[config.mk]
export PLATFORM = sky130hd
export DESIGN_NAME = fat12_cluster_chain_engine
export DESIGN_NICKNAME = d
export VERILOG_FILES = /design/src/rtl/fat12_pkg.sv /design/src/rtl/fat12_cluster_chain_engine.sv
export SDC_FILE = /design/constraint.sdc
export NUM_CORES = 2
export LEC_CHECK = 0
export BUFFER_PORTS_ARGS = -buffer_cell sky130_fd_sc_hd__buf_2
export CORE_MARGIN = 4
export CORE_UTILIZATION = 55
export DETAILED_ROUTE_END_ITERATION = 7
export MAX_ROUTING_LAYER = met4
export PLACE_DENSITY = 0.71
export SLEW_MARGIN = 20
export SYNTH_ARGS = -nofsm -noshare
export SYNTH_HDL_FRONTEND = slang
export SYNTH_SLANG_ARGS = --single-unit
[constraint.sdc]
create_clock -name clk_i -period 6.42 [get_ports clk_i]
set_input_delay 1.926 -clock clk_i [delete_from_list [all_inputs] [get_ports clk_i]]
set_output_delay 1.926 -clock clk_i [all_outputs]
set_load 0.02 [all_outputs]
[src/rtl/fat12_pkg.sv]
`default_nettype none

package fat12_pkg;

  // Field widths of the item and result beats.
  localparam int ModeW    = 3;
  localparam int ClusterW = 8;
  localparam int EntryW   = 12;
  localparam int CountW   = 8;
  localparam int StatusW  = 2;

  // Default table size and reset value of the last cluster register.
  localparam int TableEntriesDef = 256;
  localparam logic [ClusterW-1:0] LastClusterReset = 8'd237;

  // Special entry values.
  localparam logic [EntryW-1:0] MarkEoc   = 12'hFFF;
  localparam logic [EntryW-1:0] MarkBad   = 12'hFF7;
  localparam logic [EntryW-1:0] EocLow    = 12'hFF8;
  localparam logic [EntryW-1:0] MarkMedia = 12'hFF9;
  localparam logic [EntryW-1:0] EntryFree = 12'h000;

  // Operation codes carried in the mode field.
  typedef enum logic [ModeW-1:0] {
    ModeRead      = 3'd0,
    ModeWrite     = 3'd1,
    ModeAlloc     = 3'd2,
    ModeFree      = 3'd3,
    ModeCount     = 3'd4,
    ModeCountFree = 3'd5
  } mode_e;

  // Result status codes.
  typedef enum logic [StatusW-1:0] {
    StatusOk      = 2'd0,
    StatusNoSpace = 2'd1,
    StatusCorrupt = 2'd2
  } status_e;

endpackage

`default_nettype wire

[src/rtl/fat12_cluster_chain_engine.sv]
`default_nettype none

// Cluster allocation table engine: one 12-bit entry per cluster, held in a single-port-write,
// single-port-read synchronous RAM, with one operation per input beat chosen by mode (read,
// write, allocate chain, free chain, count chain, count free) and exactly one result beat per
// input beat. After reset the engine loads the first min(TABLE_ENTRIES, 256) RAM entries
// with their initial contents and accepts no input beat during that time; writes to
// last_cluster are taken at any time but should only be made while the engine is idle.
// Count free scans clusters 2 to the last cluster at one RAM read per cycle; allocate scans
// the same way and stops once its chain is complete. An allocation that fails after taking
// clusters then walks the partial chain again, one entry per cycle. Free chain and count
// chain follow the links at one RAM read per cycle. Only the first 256 entries are
// reachable, since cluster numbers are 8 bits wide.
module fat12_cluster_chain_engine
  import fat12_pkg::*;
#(
  parameter int TABLE_ENTRIES = TableEntriesDef
) (
  input  wire logic                clk_i,
  input  wire logic                rst_ni,
  // Configuration
  input  wire logic                cfg_we_i,
  input  wire logic [ClusterW-1:0] cfg_wdata_i,
  // Input channel
  input  wire logic                in_valid_i,
  output logic                     in_ready_o,
  input  wire logic [ModeW-1:0]    mode_i,
  input  wire logic [ClusterW-1:0] cluster_i,
  input  wire logic [EntryW-1:0]   entry_value_i,
  input  wire logic [ClusterW-1:0] want_clusters_i,
  // Output channel
  output logic                     out_valid_o,
  input  wire logic                out_ready_i,
  output logic [StatusW-1:0]       status_o,
  output logic [EntryW-1:0]        result_value_o,
  output logic [CountW-1:0]        result_count_o
);

  localparam int Reach = 2 ** ClusterW;
  localparam int Depth = (TABLE_ENTRIES < Reach) ? TABLE_ENTRIES : Reach;
  localparam int AW    = $clog2(Depth);
  localparam logic [AW-1:0]       LastIdx = AW'(Depth - 1);
  localparam logic [ClusterW-1:0] MaxLast = ClusterW'(Depth - 1);

  typedef enum logic [3:0] {
    StClear,
    StIdle,
    StRdData,
    StScanFree,
    StAlloc,
    StAllocEoc,
    StFreeIssue,
    StFreeData,
    StCntData,
    StDone
  } state_e;

  state_e state_q, state_d;

  logic [AW-1:0]       clr_q, clr_d;
  logic [ClusterW-1:0] last_q;
  logic                out_valid_q, out_valid_d;
  logic [StatusW-1:0]  status_q, status_d;
  logic [EntryW-1:0]   value_q, value_d;
  logic [CountW-1:0]   count_q, count_d;
  logic [StatusW-1:0]  res_status_q, res_status_d;
  logic [EntryW-1:0]   res_value_q, res_value_d;
  logic [CountW-1:0]   res_count_q, res_count_d;
  logic                in_range_q, in_range_d;
  logic [ClusterW-1:0] want_q, want_d;
  logic [CountW-1:0]   cnt_q, cnt_d;
  logic [ClusterW-1:0] prev_q, prev_d;
  logic [ClusterW-1:0] first_q, first_d;
  logic [ClusterW-1:0] dat_addr_q, dat_addr_d;
  logic [ClusterW:0]   scan_q, scan_d;
  logic                pend_q, pend_d;
  logic [ClusterW-1:0] c_q, c_d;

  // Table RAM and its read forwarding path.
  logic [EntryW-1:0] mem_q [Depth];
  logic [EntryW-1:0] rdata_q;
  logic              fwd_q;
  logic [EntryW-1:0] fwd_data_q;
  logic              we;
  logic [AW-1:0]     waddr;
  logic [AW-1:0]     raddr;
  logic [EntryW-1:0] wdata;

  logic                accept;
  logic                in_range;
  logic                cl_valid;
  logic [ClusterW-1:0] eff_last;
  logic [ClusterW:0]   last9;
  logic [EntryW-1:0]   nxt;
  logic                nxt_end;
  logic                nxt_valid;
  logic                issue;
  logic [CountW-1:0]   cnt_inc;
  logic [CountW:0]     cnt_inc9;

  // Effective last cluster, limited by the table size.
  assign eff_last = (last_q > MaxLast) ? MaxLast : last_q;
  assign last9    = {1'b0, eff_last};

  assign in_ready_o = (state_q == StIdle);
  assign accept     = in_valid_i && in_ready_o;
  assign in_range   = (32'(cluster_i) < TABLE_ENTRIES);
  assign cl_valid   = (cluster_i >= ClusterW'(2)) && (cluster_i <= eff_last);

  // The entry read in the previous cycle, with a same-cycle write forwarded.
  assign nxt       = fwd_q ? fwd_data_q : rdata_q;
  assign nxt_end   = (nxt >= EocLow);
  assign nxt_valid = (nxt >= EntryW'(2)) && (nxt <= {{(EntryW - ClusterW){1'b0}}, eff_last});
  assign issue     = (scan_q <= last9);
  assign cnt_inc   = cnt_q + CountW'(1);
  assign cnt_inc9  = {1'b0, cnt_q} + (CountW + 1)'(1);

  // Next-state logic of the sequencer.
  always_comb begin
    state_d      = state_q;
    clr_d        = clr_q;
    out_valid_d  = out_valid_q;
    status_d     = status_q;
    value_d      = value_q;
    count_d      = count_q;
    res_status_d = res_status_q;
    res_value_d  = res_value_q;
    res_count_d  = res_count_q;
    in_range_d   = in_range_q;
    want_d       = want_q;
    cnt_d        = cnt_q;
    prev_d       = prev_q;
    first_d      = first_q;
    dat_addr_d   = dat_addr_q;
    scan_d       = scan_q;
    pend_d       = pend_q;
    c_d          = c_q;
    we           = 1'b0;
    waddr        = '0;
    wdata        = '0;
    raddr        = cluster_i[AW-1:0];

    // The output register empties when its beat is taken.
    if (out_valid_q && out_ready_i) begin
      out_valid_d = 1'b0;
    end

    unique case (state_q)
      StClear: begin
        we    = 1'b1;
        waddr = clr_q;
        if (clr_q == AW'(0)) begin
          wdata = MarkMedia;
        end else if (clr_q == AW'(1)) begin
          wdata = MarkEoc;
        end else begin
          wdata = EntryFree;
        end
        clr_d = clr_q + AW'(1);
        if (clr_q == LastIdx) begin
          state_d = StIdle;
        end
      end

      StIdle: begin
        if (accept) begin
          res_status_d = StatusOk;
          res_value_d  = '0;
          res_count_d  = '0;
          case (mode_e'(mode_i))
            ModeRead: begin
              in_range_d = in_range;
              state_d    = StRdData;
            end
            ModeWrite: begin
              we      = in_range;
              waddr   = cluster_i[AW-1:0];
              wdata   = entry_value_i;
              state_d = StDone;
            end
            ModeAlloc: begin
              want_d  = want_clusters_i;
              cnt_d   = '0;
              scan_d  = (ClusterW + 1)'(2);
              pend_d  = 1'b0;
              state_d = (want_clusters_i == '0) ? StDone : StAlloc;
            end
            ModeFree: begin
              c_d     = cluster_i;
              cnt_d   = '0;
              state_d = cl_valid ? StFreeData : StDone;
            end
            ModeCount: begin
              cnt_d = CountW'(1);
              if (cluster_i == '0) begin
                state_d = StDone;
              end else if (!cl_valid) begin
                res_status_d = StatusCorrupt;
                state_d      = StDone;
              end else begin
                state_d = StCntData;
              end
            end
            ModeCountFree: begin
              cnt_d   = '0;
              scan_d  = (ClusterW + 1)'(2);
              pend_d  = 1'b0;
              state_d = StScanFree;
            end
            default: begin
              state_d = StDone;
            end
          endcase
        end
      end

      StRdData: begin
        res_value_d = in_range_q ? nxt : '0;
        state_d     = StDone;
      end

      // Scan clusters two to the last cluster and count the free ones.
      StScanFree: begin
        raddr      = scan_q[AW-1:0];
        pend_d     = issue;
        dat_addr_d = scan_q[ClusterW-1:0];
        if (issue) begin
          scan_d = scan_q + (ClusterW + 1)'(1);
        end
        if (pend_q && (nxt == EntryFree)) begin
          cnt_d = cnt_inc;
        end
        if (!issue && !pend_q) begin
          res_count_d = cnt_q;
          state_d     = StDone;
        end
      end

      // First-fit scan. Each hit links the previous cluster to this one; the tail
      // gets its end mark once the chain is complete.
      StAlloc: begin
        raddr      = scan_q[AW-1:0];
        pend_d     = issue;
        dat_addr_d = scan_q[ClusterW-1:0];
        if (issue) begin
          scan_d = scan_q + (ClusterW + 1)'(1);
        end
        if (pend_q && (nxt == EntryFree)) begin
          if (cnt_q != '0) begin
            we    = 1'b1;
            waddr = prev_q[AW-1:0];
            wdata = {{(EntryW - ClusterW){1'b0}}, dat_addr_q};
          end else begin
            first_d = dat_addr_q;
          end
          prev_d = dat_addr_q;
          cnt_d  = cnt_inc;
          if (cnt_inc == want_q) begin
            pend_d  = 1'b0;
            state_d = StAllocEoc;
          end
        end else if (!issue && !pend_q) begin
          // Not enough free clusters: release what was taken.
          res_status_d = StatusNoSpace;
          c_d          = first_q;
          cnt_d        = '0;
          state_d      = (cnt_q == '0) ? StDone : StFreeIssue;
        end
      end

      StAllocEoc: begin
        we          = 1'b1;
        waddr       = prev_q[AW-1:0];
        wdata       = MarkEoc;
        res_value_d = {{(EntryW - ClusterW){1'b0}}, first_q};
        state_d     = StDone;
      end

      StFreeIssue: begin
        raddr   = c_q[AW-1:0];
        state_d = StFreeData;
      end

      // Clear the current link and follow it while it points to a valid cluster.
      StFreeData: begin
        we    = 1'b1;
        waddr = c_q[AW-1:0];
        wdata = EntryFree;
        if (nxt_end || !nxt_valid || (cnt_inc9 >= last9)) begin
          state_d = StDone;
        end else begin
          c_d   = nxt[ClusterW-1:0];
          cnt_d = cnt_inc;
          raddr = nxt[AW-1:0];
        end
      end

      // Follow the chain and count its clusters, checking every link.
      StCntData: begin
        if ((nxt == EntryFree) || (nxt == MarkBad)) begin
          res_status_d = StatusCorrupt;
          state_d      = StDone;
        end else if (nxt_end) begin
          res_count_d = cnt_q;
          state_d     = StDone;
        end else if (!nxt_valid || (cnt_inc9 >= last9)) begin
          res_status_d = StatusCorrupt;
          state_d      = StDone;
        end else begin
          cnt_d = cnt_inc;
          raddr = nxt[AW-1:0];
        end
      end

      // Hand the result to the output register once it is free.
      StDone: begin
        if (!out_valid_q || out_ready_i) begin
          out_valid_d = 1'b1;
          status_d    = res_status_q;
          value_d     = res_value_q;
          count_d     = res_count_q;
          state_d     = StIdle;
        end
      end

      default: begin
        state_d = StIdle;
      end
    endcase
  end

  // Sequencer state, working registers and the output register.
  always_ff @(posedge clk_i or negedge rst_ni) begin
    if (!rst_ni) begin
      state_q      <= StClear;
      clr_q        <= '0;
      last_q       <= LastClusterReset;
      out_valid_q  <= 1'b0;
      status_q     <= '0;
      value_q      <= '0;
      count_q      <= '0;
      res_status_q <= '0;
      res_value_q  <= '0;
      res_count_q  <= '0;
      in_range_q   <= 1'b0;
      want_q       <= '0;
      cnt_q        <= '0;
      prev_q       <= '0;
      first_q      <= '0;
      dat_addr_q   <= '0;
      scan_q       <= '0;
      pend_q       <= 1'b0;
      c_q          <= '0;
      fwd_q        <= 1'b0;
      fwd_data_q   <= '0;
    end else begin
      state_q      <= state_d;
      clr_q        <= clr_d;
      if (cfg_we_i) begin
        last_q <= cfg_wdata_i;
      end
      out_valid_q  <= out_valid_d;
      status_q     <= status_d;
      value_q      <= value_d;
      count_q      <= count_d;
      res_status_q <= res_status_d;
      res_value_q  <= res_value_d;
      res_count_q  <= res_count_d;
      in_range_q   <= in_range_d;
      want_q       <= want_d;
      cnt_q        <= cnt_d;
      prev_q       <= prev_d;
      first_q      <= first_d;
      dat_addr_q   <= dat_addr_d;
      scan_q       <= scan_d;
      pend_q       <= pend_d;
      c_q          <= c_d;
      fwd_q        <= we && (waddr == raddr);
      fwd_data_q   <= wdata;
    end
  end

  // Table RAM: one write and one registered read per cycle.
  always_ff @(posedge clk_i) begin
    if (we) begin
      mem_q[waddr] <= wdata;
    end
    rdata_q <= mem_q[raddr];
  end

  assign out_valid_o    = out_valid_q;
  assign status_o       = status_q;
  assign result_value_o = value_q;
  assign result_count_o = count_q;

endmodule

`default_nettype wire

==> impl.org <==
** Layout
- Layout area overhead :: 15.04%
- Final design utilization :: a little under two thirds
- After filler insertion, the fill cell instance count of the layout stands at 16940.
- Post-Layout Inst Area :: 151500 um2
- The sequential cells in the finished layout cover a total of 95920 um2.
- The post-route netlist has 14.98% of its cells at a drive strength greater than 1.
- Excluding fillers, the count of instances in the completed layout stands at 14010.
- In the final design database the tool counted 10650 nets.
- In the final layout, the multi-input gates occupy ~33000 um2.

** Placed design
- DPL Wire Length :: around 260 mm
- In this run the cell area measured after placement is 140700 um2.
- Counting tap cells, the placed design contains a total of between 10000 and 15000 instances.
- Pre-CTS setup slack :: -0.4013 ns
- Weighted congestion at the end of routability-driven global placement :: a little under 1
- Buffers on Ports :: 67

** Worst setup path
- Data arrives at the worst endpoint at 7.19 ns.
- Grouping stages by cell kind, the critical path spends the most delay in compound AO/OA/AOI/OAI gates.
- Kind of start point of the critical path :: register
- In this run the worst path has a maximum fanout of 57.
- Cell with the largest stage delay on the worst path :: o211ai_1
- The critical path contains buffers and inverters numbering 6 combined.
- Critical Path RT :: ~7.3 ns
- Cells along the critical path :: and3_1 -> and3_1 -> nand3_1 -> xnor2_2 -> inv_1 -> ha_1 -> and3_1 -> a221oi_4 -> buf_4 -> o21ai_0 -> nor4_2 -> buf_4 -> o32ai_2 -> nor2_4 -> buf_12 -> buf_12 -> buf_4 -> mux2_2 -> a211oi_1 -> a31oi_1 -> o211ai_1 -> o2111a_1 -> o211a_1
- Category of the worst setup path capture point :: register
- The worst setup path is of the register to register kind.
- Largest stage delay on the critical path :: ~0.53 ns

** Detailed routing
- Total met3 wirelength after detailed routing :: 59.82 mm
- Total via count in the routed design :: around 91000
- Number of search-and-repair iterations in the first detailed-routing pass :: 7
- Dividing the detail-routed via count by the number of cells gives approximately 6.5.
- Detailed-route wire length on metal 1 :: 149.8 mm
- Detailed routing placed a total of about 180 mm of wire on met2.
- After detailed routing, the average wire length per cell comes to between 20 and 30 um.
- Detailed-route wire length :: between 400 and 500 mm
- DRC :: 0
- Count of nets left with antenna violations after detail routing :: 0
- Highest signal layer in the routed design :: met4
- Detailed Route Iter0 Violations :: between 15000 and 20000

** Global route
- In the global route stage, overall resource usage came out at 33.83%.
- Initial antenna violation count :: 34
- Entering global routing, the biggest net connects 166 pins.
- The first global-routing pass estimated around 600 mm of wire.
- The via count of the first global-routing pass is around 86000.
- For this run the aggregate overflow at the end of global routing stands at 0.

** STA
- Period utilization :: a little over nine tenths
- Final WS setup :: ~0.14 ns
- Measured slew at the worst slew-check pin :: 1.190 ns
- Slew HR :: just over 20%
- Setup violations remaining at the end of the flow were counted as 0.
- The number of hold violations in the final report was 0.
- Timing would allow up to between 150 and 200 MHz.
- The max-slew violation count came to 0.
- Worst setup skew after layout :: between 0.06 and 0.07 ns
- The smallest clock period supported by the final layout is computed as between 6 and 7 ns.
- Setup repair after global routing left no endpoint under its margin.

** Yosys
- By area, the combinational part of the netlist is dominated by simple AND/OR/NAND/NOR gates.
- Mean post-synth cell area :: 13.21 um2
- Number of distinct library cells after synthesis :: 100
- Most used standard cell by instance count after synthesis :: edfxtp_1
- After synthesis, the share of flip-flops with an asynchronous set or reset is 4.253%.
- Among all flip-flop cells after synthesis, the most frequent one is edfxtp_1.
- Simple-gate share of the synthesized area :: between 10% and 20%
- Top cell types by occurrence after synthesis :: edfxtp_1 (3072), nand2_1 (2700), nand3_1 (1234), nor2_1 (366), buf_2 (298)
- Warnings from Yosys :: 0
- Mapped Nets :: ~10000
- Area share of the largest cell type after synthesis :: 70.03%
- Post-synth EDFFs :: 3072
- Area of the mapped netlist :: approximately 130000 um2
- In the synthesized netlist, the number of instances is around 10000.
- The synthesized netlist devotes ~5.4% of its cell area to compound gates.
- After Yosys synthesis, full adders, half adders and majority gates account for 0.3610% of the synthesized area.
- Mux contribution to synthesized area :: 2.958%
- Summing the areas of all xor and xnor instances in the mapped netlist gives less than 1% of the synthesized area.
- In this run, synthesis produced a sequential element count of approximately 3200.
- Largest area contributor in the netlist :: edfxtp_1
- Portion of the post-synthesis area used by sequential elements :: approximately 73%
- Ranked by total cell area, the synthesized netlist is headed by edfxtp_1 (70%), nand2_1 (7.7%), nand3_1 (4.7%).

** Die
- roughly 70 I/O pins were placed.
- Floorplan core area :: about 240000 um2
- Die area :: between 200000 and 250000 um2
- In this run the horizontal extent of the chip is roughly 500 um.
- The die is approximately 500 um tall.
- Once the floorplan was initialized, standard cells occupied 55.33% of the core.
- After floorplanning, the core was divided into between 150 and 200 placement rows.

** Pwr
- LEAKAGE :: between 50 and 60 nW
- For this design the ratio of total power to cell area is between 500 and 600 nW/um2.
- Across the VDD grid, the largest voltage drop is between 400 and 500 uV.
- Post-layout total power :: 78.88 mW

** Clock tree
- Num CTS Buffers :: 336
- Maximum clock path buffer count :: 4
- Counting every sink on the clock net gives around 3200.
- Clock tree from TritonCTS :: done
- Clock-pin slew was measured on the worst setup and hold paths at about 0.06 ns.
- Clock tree synthesis selected as its root buffer the cell clkbuf_16.
- The H-tree was split into 5 levels.
- For this design, the CTS-stage hold fixing added 0 buffers.
- Clock latency reported for the late side of the worst-skew pair :: 0.97 ns

** Hold path
- Class of the tightest hold or removal check :: register to register

** Status
- Outcome :: complete, no violations

** Flow run
- Across the run, the number of max-cap violations was 0.
==> logic make-up (layout without fill, tap and decap cells) <==
| family | Yosys count | in the layout |
|---|---|---|
| AOI/OAI and AO/OA | 938 | 938 |
| and+or+nand+nor | 4742 | 4742 |
| DFF | 3221 | 3221 |
| adders and majority gates | 38 | 38 |
| muxes | 288 | 288 |
| xor gates and xnor gates | 37 | 37 |
| buffers and inverters | 704 | 1548 |
| other | 0 | 26 |
==> where the power goes <==
part / switching (mW) / internal, mW / total [mW]
combinational: 24.2 / 10.4 / 34.6
clock: 7.92 / 10.8 / 18.7
sequential: 0.413 / 25.1 / 25.5
==> flip-flops by register name, summed over array words and instances (netlist names) <==
register,count
mem_q,3072
fwd_data_q,12
rdata_q,12
res_value_q,12
result_value_o,12
scan_q,9
c_q,8
clr_q,8
cnt_q,8
dat_addr_q,8
first_q,8
last_q,8
prev_q,8
res_count_q,8
result_count_o,8
want_q,8
state_q,4
res_status_q,2
status_o,2
fwd_q,1
in_range_q,1
out_valid_o,1
pend_q,1
==> cell usage in the layout, fill, tap and decap left out, types with 64 or more instances in the layout <==
master / instances
mux2_2: 70
mux4_2: 74
clkbuf_16: 343
mux2i_1: 144
edfxtp_1: 3072
nand3_1: 1231
nand2_1: 2693
buf_12: 109
clkinv_1: 71
and3_1: 215
buf_2: 66
dfrtp_1: 131
nor2_1: 352
a31oi_1: 122
clkbuf_1: 64
o21ai_0: 65
buf_4: 727
a311oi_1: 218
a21oi_1: 131
==> metrics by stage <==
stage	setup TNS, ns	hold WS, ns
floorplan	-611.08	0.4281
global placement	-1.148	0.4726
detailed placement	-1.352	0.4696
CTS	0	0.4839
global route	0	0.5049
finish	0	0.4874
==> timing repair <==
item / 4_1_cts / 5_1_grt
endpoints found under the setup margin: 11 / 10
pin swaps: 0 / 7
gates resized for setup: 10 / 37
cloned: 0 / 1
setup buffers: 5 / 6
==> cell type report <==
cell class              count  area share [%]
clock inverters           174           1.008
repair buffers            913           5.383
flip-flops and latches   3221           63.30
inverters                  50          0.1239
diodes                     26         0.04294
multi-input cells        6043           21.68
clock buffers             411           5.848
well taps                3167           2.615
==> metal layers <==
| layer | global-route usage [%] | vias up |
|---|---|---|
| met5 | - | - |
| met4 | 15.49 | 0 |
| met3 | 8.621 | 1066 |
| met2 | 48.44 | 6858 |
| met1 | 45.90 | 44530 |
| li1 | - | 38290 |
==> worst paths after layout <==
kind,start,end,slack [ns],cells after the start
worst max-delay path,cnt_q[2],rdata_q[4],0.14,23
worst min-delay path,in_range_q,in_range_q,0.49,1
worst max register to register,cnt_q[2],rdata_q[4],0.14,23
worst min register to register,in_range_q,in_range_q,0.49,1
max in group asynchronous,rst_ni,fwd_data_q[11],4.21,2
min in group asynchronous,rst_ni,res_status_q[1],1.07,1
Power figures use the tool's default switching activity.
